===== config.mk =====
export PLATFORM = sky130hd
export DESIGN_NAME = straight_drive_heading_hold
export DESIGN_NICKNAME = d
export VERILOG_FILES = /design/src/sdhh_pkg.sv /design/src/sdhh_travel.sv /design/src/sdhh_steer.sv /design/src/straight_drive_heading_hold.sv
export SDC_FILE = /design/constraint.sdc
export NUM_CORES = 2
export LEC_CHECK = 0
export BUFFER_PORTS_ARGS = -buffer_cell sky130_fd_sc_hd__buf_2
export CORE_MARGIN = 4
export CORE_UTILIZATION = 50
export DETAILED_ROUTE_END_ITERATION = 8
export PLACE_DENSITY = 0.63
export SETUP_SLACK_MARGIN = 0.05
export SYNTH_ARGS = -nofsm -noshare
export SYNTH_HDL_FRONTEND = slang
export SYNTH_SLANG_ARGS = --single-unit

===== constraint.sdc =====
create_clock -name clock -period 49.7 [get_ports clock]
set_input_delay 9.94 -clock clock [delete_from_list [all_inputs] [get_ports clock]]
set_output_delay 9.94 -clock clock [all_outputs]
set_load 0.02 [all_outputs]

===== src/sdhh_pkg.sv =====
// Shared types and constants of the straight drive heading hold block.
// Used by every module in src but sdhh_checker; depends on nothing else.
package sdhh_pkg;

   // Command codes carried in req_tuser.
   localparam logic [1:0] CMD_TICK  = 2'd0;
   localparam logic [1:0] CMD_START = 2'd1;
   localparam logic [1:0] CMD_ABORT = 2'd2;

   // Configuration register indexes.
   localparam int unsigned CSR_ADDR_W = 3;
   localparam logic [CSR_ADDR_W-1:0] CSR_CM_PER_COUNT = 3'd0;
   localparam logic [CSR_ADDR_W-1:0] CSR_GAIN_P       = 3'd1;
   localparam logic [CSR_ADDR_W-1:0] CSR_GAIN_D       = 3'd2;
   localparam logic [CSR_ADDR_W-1:0] CSR_SPEED_FAST   = 3'd3;
   localparam logic [CSR_ADDR_W-1:0] CSR_SPEED_SLOW   = 3'd4;
   localparam logic [CSR_ADDR_W-1:0] CSR_SPEED_MAX    = 3'd5;
   localparam logic [CSR_ADDR_W-1:0] CSR_SLOW_ZONE    = 3'd6;

   localparam int unsigned TRAVEL_W = 48;

   // Heading wrap limits in centidegrees.
   localparam logic signed [18:0] WRAP_HALF   = 19'sd18000;
   localparam logic signed [18:0] WRAP_FULL   = 19'sd36000;
   localparam logic signed [18:0] WRAP_THREE  = 19'sd54000;
   localparam logic signed [18:0] WRAP_DOUBLE = 19'sd72000;

   // One accepted input item as held in the input register.
   typedef struct packed {
      logic              hold_heading;
      logic signed [15:0] target_heading;
      logic [15:0]       target_distance;
      logic signed [15:0] yaw;
      logic signed [15:0] right_enc;
      logic signed [15:0] left_enc;
      logic [1:0]        cmd;
   } req_item_type;

   // Distance status handed from the travel unit to the control logic.
   typedef struct packed {
      logic reached;
      logic slow;
   } travel_status_type;

endpackage


===== src/sdhh_travel.sv =====
// Distance accumulation: mean absolute encoder step, saturating add, target compare.
// Depends on sdhh_pkg.
module sdhh_travel
   import sdhh_pkg::*;
(
   input  logic [TRAVEL_W-1:0] travelled,
   input  logic [15:0]         goal_distance,
   input  logic [15:0]         cm_per_count,
   input  logic [7:0]          slow_zone_cm,
   input  logic signed [15:0]  left_enc,
   input  logic signed [15:0]  right_enc,
   output logic [TRAVEL_W-1:0] travelled_next,
   output travel_status_type   status
);

   logic [16:0]         abs_left;
   logic [16:0]         abs_right;
   logic [16:0]         count_sum;
   logic [32:0]         product;
   logic [31:0]         step;
   logic [TRAVEL_W:0]   total;
   logic [TRAVEL_W-1:0] goal;
   logic [31:0]         remaining;

   always_comb begin
      abs_left  = left_enc[15]  ? (17'd0 - 17'(left_enc))  : 17'(left_enc);
      abs_right = right_enc[15] ? (17'd0 - 17'(right_enc)) : 17'(right_enc);
      count_sum = abs_left + abs_right;
      product   = 33'(count_sum) * 33'(cm_per_count);
      step      = product[32:1];
      total     = {1'b0, travelled} + (TRAVEL_W + 1)'(step);
      travelled_next = total[TRAVEL_W] ? '1 : total[TRAVEL_W-1:0];
      goal      = {16'd0, goal_distance, 16'd0};
      // Only meaningful below the goal, where both values fit in 32 bits.
      remaining = goal[31:0] - travelled_next[31:0];
      status.reached = (travelled_next >= goal);
      status.slow    = (remaining < {8'd0, slow_zone_cm, 16'd0});
   end

endmodule


===== src/sdhh_steer.sv =====
// Heading error wrap and PD turn term with truncating Q12 scale and 16-bit saturation.
// Depends on sdhh_pkg.
module sdhh_steer
   import sdhh_pkg::*;
(
   input  logic signed [15:0] goal_heading,
   input  logic signed [15:0] yaw,
   input  logic signed [15:0] prior_error,
   input  logic [15:0]        gain_p,
   input  logic [15:0]        gain_d,
   output logic signed [15:0] heading_error,
   output logic signed [15:0] turn
);

   logic signed [18:0] diff;
   logic signed [18:0] wrapped;
   logic signed [16:0] err_delta;
   logic signed [16:0] gain_p_s;
   logic signed [16:0] gain_d_s;
   logic signed [32:0] prod_p;
   logic signed [33:0] prod_d;
   logic signed [34:0] acc;
   logic signed [34:0] acc_adj;
   logic signed [22:0] quot;

   always_comb begin
      diff = 19'(goal_heading) - 19'(yaw);
      if (diff > WRAP_THREE) begin
         wrapped = diff - WRAP_DOUBLE;
      end else if (diff > WRAP_HALF) begin
         wrapped = diff - WRAP_FULL;
      end else if (diff < -WRAP_THREE) begin
         wrapped = diff + WRAP_DOUBLE;
      end else if (diff < -WRAP_HALF) begin
         wrapped = diff + WRAP_FULL;
      end else begin
         wrapped = diff;
      end
      heading_error = wrapped[15:0];

      err_delta = 17'(heading_error) - 17'(prior_error);
      gain_p_s  = $signed({1'b0, gain_p});
      gain_d_s  = $signed({1'b0, gain_d});
      prod_p    = 33'(gain_p_s) * 33'(heading_error);
      prod_d    = 34'(gain_d_s) * 34'(err_delta);
      acc       = 35'(prod_p) + 35'(prod_d);
      // Bias negative values so the shift truncates toward zero.
      acc_adj   = acc + (acc[34] ? 35'sd4095 : 35'sd0);
      quot      = acc_adj[34:12];
      if (quot > 23'sd32767) begin
         turn = 16'sd32767;
      end else if (quot < -23'sd32768) begin
         turn = -16'sd32768;
      end else begin
         turn = quot[15:0];
      end
   end

endmodule


===== src/straight_drive_heading_hold.sv =====
// Each accepted item is held in the input register until the result register is free to take it.
// Throughput: one item per cycle while results are taken; the travel multiply-add and the PD
// multiply-add sit side by side in the single combinational pass between input and result registers.
// Reset is synchronous and active high: both registers empty, all segment state cleared to zero
// and the configuration registers back at their defaults; no clearing pass is needed.
// Top level; depends on sdhh_pkg, sdhh_travel and sdhh_steer.
module straight_drive_heading_hold
   import sdhh_pkg::*;
(
   input  logic                  clock,
   input  logic                  reset,
   // Input items.
   input  logic                  req_tvalid,
   output logic                  req_tready,
   // tdata, lowest bit up: left_enc[15:0], right_enc[31:16], yaw[47:32],
   // target_distance[63:48], target_heading[79:64], hold_heading[80], zeros[87:81]
   input  logic [87:0]           req_tdata,
   // tuser: cmd[1:0]
   input  logic [1:0]            req_tuser,
   // Result items.
   output logic                  rsp_tvalid,
   input  logic                  rsp_tready,
   // tdata, lowest bit up: left_drive[14:0], right_drive[29:15], turn_drive[45:30],
   // heading_error[61:46], running[62], finished[63], stop_now[64], zeros[71:65]
   output logic [71:0]           rsp_tdata,
   // Configuration writes.
   input  logic                  csr_we,
   input  logic [CSR_ADDR_W-1:0] csr_addr,
   input  logic [15:0]           csr_wdata
);

   // The input register holds one accepted item until the result register can take its
   // result, so the producer only waits when both registers are full and the consumer stalls.
   logic         in_valid_ff;
   req_item_type in_item_ff;
   logic         out_valid_ff;
   logic [71:0]  out_data_ff;
   logic         fire;

   // Configuration registers.
   logic [15:0] cm_per_count_ff;
   logic [15:0] gain_p_ff;
   logic [15:0] gain_d_ff;
   logic [14:0] speed_fast_ff;
   logic [14:0] speed_slow_ff;
   logic [14:0] speed_max_ff;
   logic [7:0]  slow_zone_ff;

   // Segment state and its next values.
   logic                  running_ff,      running_in;
   logic                  finished_ff,     finished_in;
   logic [TRAVEL_W-1:0]   travelled_ff,    travelled_in;
   logic [15:0]           goal_dist_ff,    goal_dist_in;
   logic signed [15:0]    goal_head_ff,    goal_head_in;
   logic signed [15:0]    prior_err_ff,    prior_err_in;
   logic [14:0]           last_left_ff,    last_left_in;
   logic [14:0]           last_right_ff,   last_right_in;
   logic signed [15:0]    last_turn_ff,    last_turn_in;
   logic signed [15:0]    last_err_ff,     last_err_in;
   logic                  stop_now;

   logic [TRAVEL_W-1:0]   travelled_next;
   travel_status_type     travel_status;
   logic signed [15:0]    heading_error;
   logic signed [15:0]    turn;
   logic [14:0]           base_speed;
   logic signed [17:0]    base_s;
   logic signed [17:0]    left_wide;
   logic signed [17:0]    right_wide;
   logic signed [17:0]    max_s;

   assign fire       = in_valid_ff && (!out_valid_ff || rsp_tready);
   assign req_tready = !in_valid_ff || fire;
   assign rsp_tvalid = out_valid_ff;
   assign rsp_tdata  = out_data_ff;

   always_ff @(posedge clock) begin
      if (reset) begin
         in_valid_ff <= 1'b0;
      end else if (req_tvalid && req_tready) begin
         in_valid_ff <= 1'b1;
      end else if (fire) begin
         in_valid_ff <= 1'b0;
      end
   end

   always_ff @(posedge clock) begin
      if (req_tvalid && req_tready) begin
         in_item_ff.cmd             <= req_tuser;
         in_item_ff.left_enc        <= req_tdata[15:0];
         in_item_ff.right_enc       <= req_tdata[31:16];
         in_item_ff.yaw             <= req_tdata[47:32];
         in_item_ff.target_distance <= req_tdata[63:48];
         in_item_ff.target_heading  <= req_tdata[79:64];
         in_item_ff.hold_heading    <= req_tdata[80];
      end
   end

   // Configuration writes must arrive only while the block is idle, so that no item sees a
   // register change in the middle of its work; the block itself does not enforce this.
   always_ff @(posedge clock) begin
      if (reset) begin
         cm_per_count_ff <= 16'd1000;
         gain_p_ff       <= 16'd512;
         gain_d_ff       <= 16'd256;
         speed_fast_ff   <= 15'd600;
         speed_slow_ff   <= 15'd300;
         speed_max_ff    <= 15'd1000;
         slow_zone_ff    <= 8'd20;
      end else if (csr_we) begin
         unique case (csr_addr)
            CSR_CM_PER_COUNT: cm_per_count_ff <= csr_wdata;
            CSR_GAIN_P:       gain_p_ff       <= csr_wdata;
            CSR_GAIN_D:       gain_d_ff       <= csr_wdata;
            CSR_SPEED_FAST:   speed_fast_ff   <= csr_wdata[14:0];
            CSR_SPEED_SLOW:   speed_slow_ff   <= csr_wdata[14:0];
            CSR_SPEED_MAX:    speed_max_ff    <= csr_wdata[14:0];
            CSR_SLOW_ZONE:    slow_zone_ff    <= csr_wdata[7:0];
            default: begin
            end
         endcase
      end
   end

   sdhh_travel u_travel (
      .travelled      (travelled_ff),
      .goal_distance  (goal_dist_ff),
      .cm_per_count   (cm_per_count_ff),
      .slow_zone_cm   (slow_zone_ff),
      .left_enc       (in_item_ff.left_enc),
      .right_enc      (in_item_ff.right_enc),
      .travelled_next (travelled_next),
      .status         (travel_status)
   );

   sdhh_steer u_steer (
      .goal_heading  (goal_head_ff),
      .yaw           (in_item_ff.yaw),
      .prior_error   (prior_err_ff),
      .gain_p        (gain_p_ff),
      .gain_d        (gain_d_ff),
      .heading_error (heading_error),
      .turn          (turn)
   );

   // Wheel drives: base speed minus and plus the turn term, computed at 18 bits so that
   // nothing wraps, then clamped to the range from zero to the maximum speed.
   always_comb begin
      base_speed = travel_status.slow ? speed_slow_ff : speed_fast_ff;
      base_s     = $signed({3'd0, base_speed});
      max_s      = $signed({3'd0, speed_max_ff});
      left_wide  = base_s - 18'(turn);
      right_wide = base_s + 18'(turn);
   end

   always_comb begin
      running_in    = running_ff;
      finished_in   = finished_ff;
      travelled_in  = travelled_ff;
      goal_dist_in  = goal_dist_ff;
      goal_head_in  = goal_head_ff;
      prior_err_in  = prior_err_ff;
      last_left_in  = last_left_ff;
      last_right_in = last_right_ff;
      last_turn_in  = last_turn_ff;
      last_err_in   = last_err_ff;
      stop_now      = 1'b0;

      unique case (in_item_ff.cmd)
         CMD_START: begin
            // A start is honoured in any state and opens a fresh segment.
            travelled_in  = '0;
            goal_dist_in  = in_item_ff.target_distance;
            goal_head_in  = in_item_ff.hold_heading ? in_item_ff.yaw
                                                    : in_item_ff.target_heading;
            prior_err_in  = '0;
            last_left_in  = '0;
            last_right_in = '0;
            last_turn_in  = '0;
            last_err_in   = '0;
            finished_in   = 1'b0;
            running_in    = 1'b1;
         end
         CMD_ABORT: begin
            // The held drive values are kept and repeated.
            finished_in = 1'b1;
            running_in  = 1'b0;
         end
         CMD_TICK: begin
            if (running_ff && !finished_ff) begin
               travelled_in = travelled_next;
               if (travel_status.reached) begin
                  // The heading error keeps its last value at the stop.
                  last_left_in  = '0;
                  last_right_in = '0;
                  last_turn_in  = '0;
                  finished_in   = 1'b1;
                  running_in    = 1'b0;
                  stop_now      = 1'b1;
               end else begin
                  prior_err_in = heading_error;
                  last_err_in  = heading_error;
                  last_turn_in = turn;
                  if (left_wide < 18'sd0) begin
                     last_left_in = '0;
                  end else if (left_wide > max_s) begin
                     last_left_in = speed_max_ff;
                  end else begin
                     last_left_in = left_wide[14:0];
                  end
                  if (right_wide < 18'sd0) begin
                     last_right_in = '0;
                  end else if (right_wide > max_s) begin
                     last_right_in = speed_max_ff;
                  end else begin
                     last_right_in = right_wide[14:0];
                  end
               end
            end
         end
         default: begin
            // The unused code behaves as an idle tick.
         end
      endcase
   end

   always_ff @(posedge clock) begin
      if (reset) begin
         running_ff    <= 1'b0;
         finished_ff   <= 1'b0;
         travelled_ff  <= '0;
         goal_dist_ff  <= '0;
         goal_head_ff  <= '0;
         prior_err_ff  <= '0;
         last_left_ff  <= '0;
         last_right_ff <= '0;
         last_turn_ff  <= '0;
         last_err_ff   <= '0;
      end else if (fire) begin
         running_ff    <= running_in;
         finished_ff   <= finished_in;
         travelled_ff  <= travelled_in;
         goal_dist_ff  <= goal_dist_in;
         goal_head_ff  <= goal_head_in;
         prior_err_ff  <= prior_err_in;
         last_left_ff  <= last_left_in;
         last_right_ff <= last_right_in;
         last_turn_ff  <= last_turn_in;
         last_err_ff   <= last_err_in;
      end
   end

   // The result register drains when taken and reloads in the same cycle when another
   // item is ready, which keeps a steady stream at one item per cycle.
   always_ff @(posedge clock) begin
      if (reset) begin
         out_valid_ff <= 1'b0;
      end else if (fire) begin
         out_valid_ff <= 1'b1;
      end else if (rsp_tready) begin
         out_valid_ff <= 1'b0;
      end
   end

   always_ff @(posedge clock) begin
      if (fire) begin
         out_data_ff <= {7'd0, stop_now, finished_in, running_in, last_err_in,
                         last_turn_in, last_right_in, last_left_in};
      end
   end

endmodule


### Yosys cells after proc, flatten, opt, wreduce, memory -nomap -nowiden

Cells that the tools add are included.

* register bits: 411
* latch bits: 0
* memory bits (writable): 0
* memory bits (read-only): 0
* input port bits: 114
* output and inout port bits: 74
* logic and storage cells: 136
* memories: 0

* add/subtract/negate cells: 15
* multiply operators: 3
* div/mod/pow operators: 0
* magnitude comparators: 12
* equality and inequality tests: 10
* shifts and indexed selects: 0
* mux-type cells: 44
* bitwise gates (word level): 0
* reductions and logical operators: 24

Operators by type and width (count)
* 2-to-1 mux 16 bit: 13
* 2-to-1 mux 15 bit: 9
* 2-to-1 mux 48 bit: 2
* case mux 16 bit (2 select lines): 3
* case mux 48 bit (2 select lines): 1
* multiplier 17 x 16 -> 33 bit: 2
* case mux 15 bit (2 select lines): 2
* subtractor 16 x 16 -> 17 bit: 3
* adder 48 x 32 -> 49 bit: 1
* greater-or-equal comparator 48 x 32 -> 1 bit: 1
* adder 33 x 34 -> 35 bit: 1
* adder 35 bit: 1
* > comparator 17 x 16 -> 1 bit: 2
* less-than comparator 17 x 1 -> 1 bit, second input constant: 2
* multiplier 17 x 17 -> 34 bit: 1
* 2-to-1 mux 17 bit: 2
* subtractor 1 x 16 -> 17 bit, first input constant: 2
* less-than comparator 32 x 24 -> 1 bit: 1
* subtractor 32 bit: 1
* > comparator 23 x 16 -> 1 bit, second input constant: 1
* less-than comparator 23 x 16 -> 1 bit, second input constant: 1
* AND reduction 2 bit: 9
* adder 16 x 16 -> 17 bit: 1
* adder 17 bit: 1
* other kinds (25): 45

### Longest topological paths before layout

* word-level depth: 21
* depth in mapped cells: 95
* depth with buffers taken out: 91

### Cells and area by module

Synthesis repeated with hierarchy kept, for this count alone.

* cells, all modules: 6325
* area total of the unflattened synthesis: 54693.7 um^2

Modules (own cells, without submodules)
* sdhh_steer: times used 1, cells each 2708, area an instance 22773.1 um^2, sequential area each 0.0 um^2
* straight_drive_heading_hold: times used 1, cells each 1743, area an instance 17319.1 um^2, sequential area each 9709.3 um^2
* sdhh_travel: times used 1, cells each 1874, area an instance 14601.5 um^2, sequential area each 0.0 um^2

### Worst setup path after synthesis

Ideal clock, no wire load.

* path kind: input to output
* start: in rsp_tready
* end: out req_tready
* arrival time: 10.292 ns
* data required time: 39.760 ns
* setup slack: 29.468 ns
* stages on the path: 2
* buffers on the path: 0
* cell sequence: nor2b_1 nand2_1

* cells in the longest elaborated chain, start to end: 3

RTL lines
* start: declaration: RTL line straight_drive_heading_hold.sv:22 `input logic rsp_tready,`
* logical OR 1 bit: RTL line straight_drive_heading_hold.sv:72 `assign fire = in_valid_ff && (!out_valid_ff || rsp_tready);`
* logical AND 1 bit: RTL line straight_drive_heading_hold.sv:72
* logical OR 1 bit: RTL line straight_drive_heading_hold.sv:73 `assign req_tready = !in_valid_ff || fire;`
* end: declaration: RTL line straight_drive_heading_hold.sv:14 `output logic req_tready,`

Every way passes these cells.

### Final worst setup path

* start: reg in_item_ff[34] (netlist name)
* end: reg out_data_ff[24] (netlist: rsp_tdata[24]), data pin

* cells in the longest elaborated chain, start to end: 21

RTL lines
* subtractor 16 x 16 -> 17 bit (*): RTL line sdhh_steer.sv:27 `diff = 19'(goal_heading) - 19'(yaw);`
* adder 16 bit / less-than comparator 17 x 16 -> 1 bit (equally long branches): RTL line sdhh_steer.sv:35, sdhh_steer.sv:34
* 2-to-1 mux 16 bit: RTL line sdhh_steer.sv:34 `end else if (diff < -WRAP_HALF) begin`
* 2-to-1 mux 16 bit: RTL line sdhh_steer.sv:32 `end else if (diff < -WRAP_THREE) begin`
* 2-to-1 mux 16 bit: RTL line sdhh_steer.sv:30 `end else if (diff > WRAP_HALF) begin`
* 2-to-1 mux 16 bit (*): RTL line sdhh_steer.sv:28 `if (diff > WRAP_THREE) begin`
* subtractor 16 x 16 -> 17 bit: RTL line sdhh_steer.sv:41 `err_delta = 17'(heading_error) - 17'(prior_error);`
* multiplier 17 x 17 -> 34 bit: RTL line sdhh_steer.sv:45 `prod_d = 34'(gain_d_s) * 34'(err_delta);`
* [6 not listed]
* adder 16 x 16 -> 17 bit (*): RTL line straight_drive_heading_hold.sv:153 `right_wide = base_s + 18'(turn);`
* > comparator 17 x 16 -> 1 bit: RTL line straight_drive_heading_hold.sv:213 `end else if (right_wide > max_s) begin`
* 2-to-1 mux 15 bit: RTL line straight_drive_heading_hold.sv:213
* 2-to-1 mux 15 bit (*): RTL line straight_drive_heading_hold.sv:211 `if (right_wide < 18'sd0) begin`
* 2-to-1 mux 15 bit (*): RTL line straight_drive_heading_hold.sv:192 `if (travel_status.reached) begin`
* 2-to-1 mux 15 bit (*): RTL line straight_drive_heading_hold.sv:190 `if (running_ff && !finished_ff) begin`
* case mux 15 bit (2 select lines) (*): RTL line straight_drive_heading_hold.sv:169 `unique case (in_item_ff.cmd)`
* named net last_right_in[9]: RTL line straight_drive_heading_hold.sv:57 `logic [14:0] last_right_ff, last_right_in;`
* end signal: assignment: RTL line straight_drive_heading_hold.sv:267 `out_data_ff <= {7'd0, stop_now, finished_in, running_in, last_err_in,`
* end: declaration: RTL line straight_drive_heading_hold.sv:37 `logic [71:0] out_data_ff;`

The timed path passes the listed nets; every way through them passes the cells marked *.
A chain may end at the register's enable or synchronous reset.

==> flow_metrics.tcl <==
set metrics [dict create \
    outcome "finished, final reports clean" \
    hold_depth 2 \
    cp_num_cells 81 \
    r2r-end "rsp_tdata[24]$_DFFE_PP_" \
    worst_pin_slew_ns 1.303 \
    grt_usage_pct 26.18 \
    r2r_slack_ns 27.04 \
    relSlewSlack_pct 12.79 \
    slew_viol_final 0 \
    startpoint_type "flop" \
    numPortBuffers 173 \
    antenna_found_initial 7 \
    fin_skew_ns 0.04643 \
    finalCritPeriodShare_pct 45.60 \
    synth_edf_count 148 \
    grt_pass1_wl_mm 232.3 \
    drc 0 \
    critPathMaxStageDelay_ns 0.92 \
    ys.flop_type "dfxtp_1" \
    hold_viol_final 0 \
    reg2reg_depth 81 \
    io_pins 188 \
    rows 118 \
    grt_overflow_total 0 \
    post-cts-setup-buffers 0 \
    tns_ns 0 \
    grt_max_degree 112 \
    via_count 41550 \
    die_x_um 331.7 \
    design.die.area_um2 110000 \
    dr.first_iter.drc_count 2949 \
    dr.pass1.iters 5 \
    fmax_mhz 44.13 \
    ctsLongestPathBuffers 3 \
    synth_cell_type_count 98 \
    setup_viol 0 \
    synth.area.top_cells "fa_1 26%, ha_1 12%, dfxtp_1 10%" \
    path_class "reg2reg" \
    viasPerCell 5.568 \
    clk_pin_slew_worst_paths_ns 0.06 \
    holdBufCountCts 0 \
    post_cts_resize_count 0 \
    dp_hpwl_mm 110.1 \
    cp-endpoint "rsp_tdata[24]$_DFFE_PP_" \
    arrival_ns 22.99 \
    syn_area_um2 52380 \
    gp_congestion 0.8930 \
    dieHeight_um 331.7 \
    layout_min_cycle_time_ns 22.66 \
    cp.required_ns 50.02 \
    h-tree-depth 2 \
    wl_mm 143.9 \
    synth_seq_cells 411 \
    numClockSinks 411 \
    first_global_vias 41960 \
    async_flop_share_pct 0 \
    synth_top_area_share_pct 26.03 \
    synth_warnings 0 \
    crit_start "in_item_ff[34]$_DFFE_PP_" \
    cts_root_buf "clkbuf_16" \
    routedWlPerCell_um 19.28 \
    path_buf_inv 8 \
    synthCells 6025 \
    reg2reg_from "in_item_ff[34]$_DFFE_PP_" \
    drv_cap 0 \
    nets 7348 \
    cts_tree "done" \
    path_delay_family "compound AO/OA/AOI/OAI gates" \
    cp_slowest_cell "xor2_1" \
    yosysSeqAreaShare_pct 18.54 \
    synthToLayoutAreaGrowth_pct 7.527 \
    yosys.area.top_type "fa_1" \
    fp.coreArea_um2 103800 \
    cp_max_fo 20 \
    start_util_pct 50.46 \
    ant_nets 0 \
    hold_class "reg2reg" \
    n_fill_cell 9756 \
    drive_above_1_share_pct 7.056 \
    avgSynthCellArea_um2 8.693 \
    clkLatencyLatePin_ns 0.64 \
    synth.most_common_cell "nand2_1" \
    grt_setup_unrepaired "no" \
    final_util_pct 54.26 \
    numCtsBuffers 48 \
    end_kind "flop" \
    synthTopCellsByCount "1001 x nand2_1, 920 x inv_1, 681 x fa_1, 513 x ha_1, 304 x a21oi_1" \
]
[cell type report]
cell class                      instances  area [um2]  share of cell area [%]
Multi-Input combinational cell       4400       38280                   67.97
Timing Repair Buffer                  257        1503                   2.668
Clock inverter                         23       320.3                  0.5687
Tap cell                             1380        1727                   3.066
Inverter                              922        3463                   6.149
Clock buffer                           67        1314                   2.333
Antenna cell                            2       5.005                0.008886
Sequential cell                       411        9709                   17.24
[cell families (layout without fill, tap and decap cells)]
logic type	after synthesis	count (layout)	synth area share [%]
simple gates	1937	1937	17.21
buf+inv	1220	1269	8.872
fa+ha+maj	1194	1194	38.28
compound gates	994	994	12.37
flops	411	411	18.54
xor+xnor	195	195	3.275
mux	73	73	1.448
other cells	1	9	0.007160
[cell usage in the layout (no fill, tap or decap), types with 53 or more instances in the layout]
| cell type | count |
|---|---|
| nor3_1 | 60 |
| a21o_1 | 81 |
| buf_4 | 84 |
| ha_1 | 513 |
| a211oi_1 | 54 |
| nand3_1 | 56 |
| xnor2_1 | 122 |
| buf_2 | 172 |
| a21oi_1 | 303 |
| edfxtp_1 | 148 |
| dfxtp_1 | 263 |
| nor2b_1 | 71 |
| inv_1 | 919 |
| and2_1 | 246 |
| fa_1 | 681 |
| nand2_1 | 1001 |
| nor2_1 | 251 |
| o21ai_0 | 176 |
| mux2i_1 | 53 |
[per-stage QoR]
step / setup WS [ns] / instances / cell area (um2) / hold slack, ns
2_1_floorplan: 29.47 / 6031 / 52400 / 0.4156
3_3_place_gp: 27.54 / 7370 / 54680 / 0.4309
3_5_place_dp: 27.30 / 7370 / 54680 / 0.4334
4_1_cts: 27.24 / 7460 / 56310 / 0.4431
5_1_grt: 25.30 / 7461 / 56320 / 0.4626
6_report: 27.04 / 7462 / 56320 / 0.4438
[state kept, by name (all words and copies together), names as in the netlist, 16 cells and up]
signal           count
rsp_tdata           65
in_item_ff          83
prior_err_ff        16
travelled_ff        48
last_err_ff         16
goal_head_ff        16
gain_d_ff           16
last_turn_ff        16
goal_dist_ff        16
cm_per_count_ff     16
gain_p_ff           16
[how the worst min path moves through the flow]
stage	startpoint	to
after floorplan	prior_err_ff[10]$_SDFFE_PP0P_	prior_err_ff[10]$_SDFFE_PP0P_
after global placement	prior_err_ff[10]$_SDFFE_PP0P_	prior_err_ff[10]$_SDFFE_PP0P_
after detailed placement	last_err_ff[9]$_SDFFE_PP0P_	last_err_ff[9]$_SDFFE_PP0P_
after CTS	last_err_ff[9]$_SDFFE_PP0P_	last_err_ff[9]$_SDFFE_PP0P_
after global routing	last_err_ff[11]$_SDFFE_PP0P_	last_err_ff[11]$_SDFFE_PP0P_
final	last_err_ff[9]$_SDFFE_PP0P_	last_err_ff[9]$_SDFFE_PP0P_
[per-layer routing]
layer  vias to the layer above  GRT usage (%)  wire [um]
met5                         -              0         23
met4                         4          7.542       4489
met3                       200          3.402       8408
met2                      1072          44.84      70100
met1                     20710          34.88      60870
li1                      19570              -          -
[worst min-delay path: cells and delay by family (launching register included)]
kind	cells	cell delay, ns
AND/OR/NAND/NOR	2	0.09
flip-flops	1	0.31
Power is left out: the tool's default activity adds up to more than one toggle a clock period on the data nets, which glitch-free logic cannot reach.
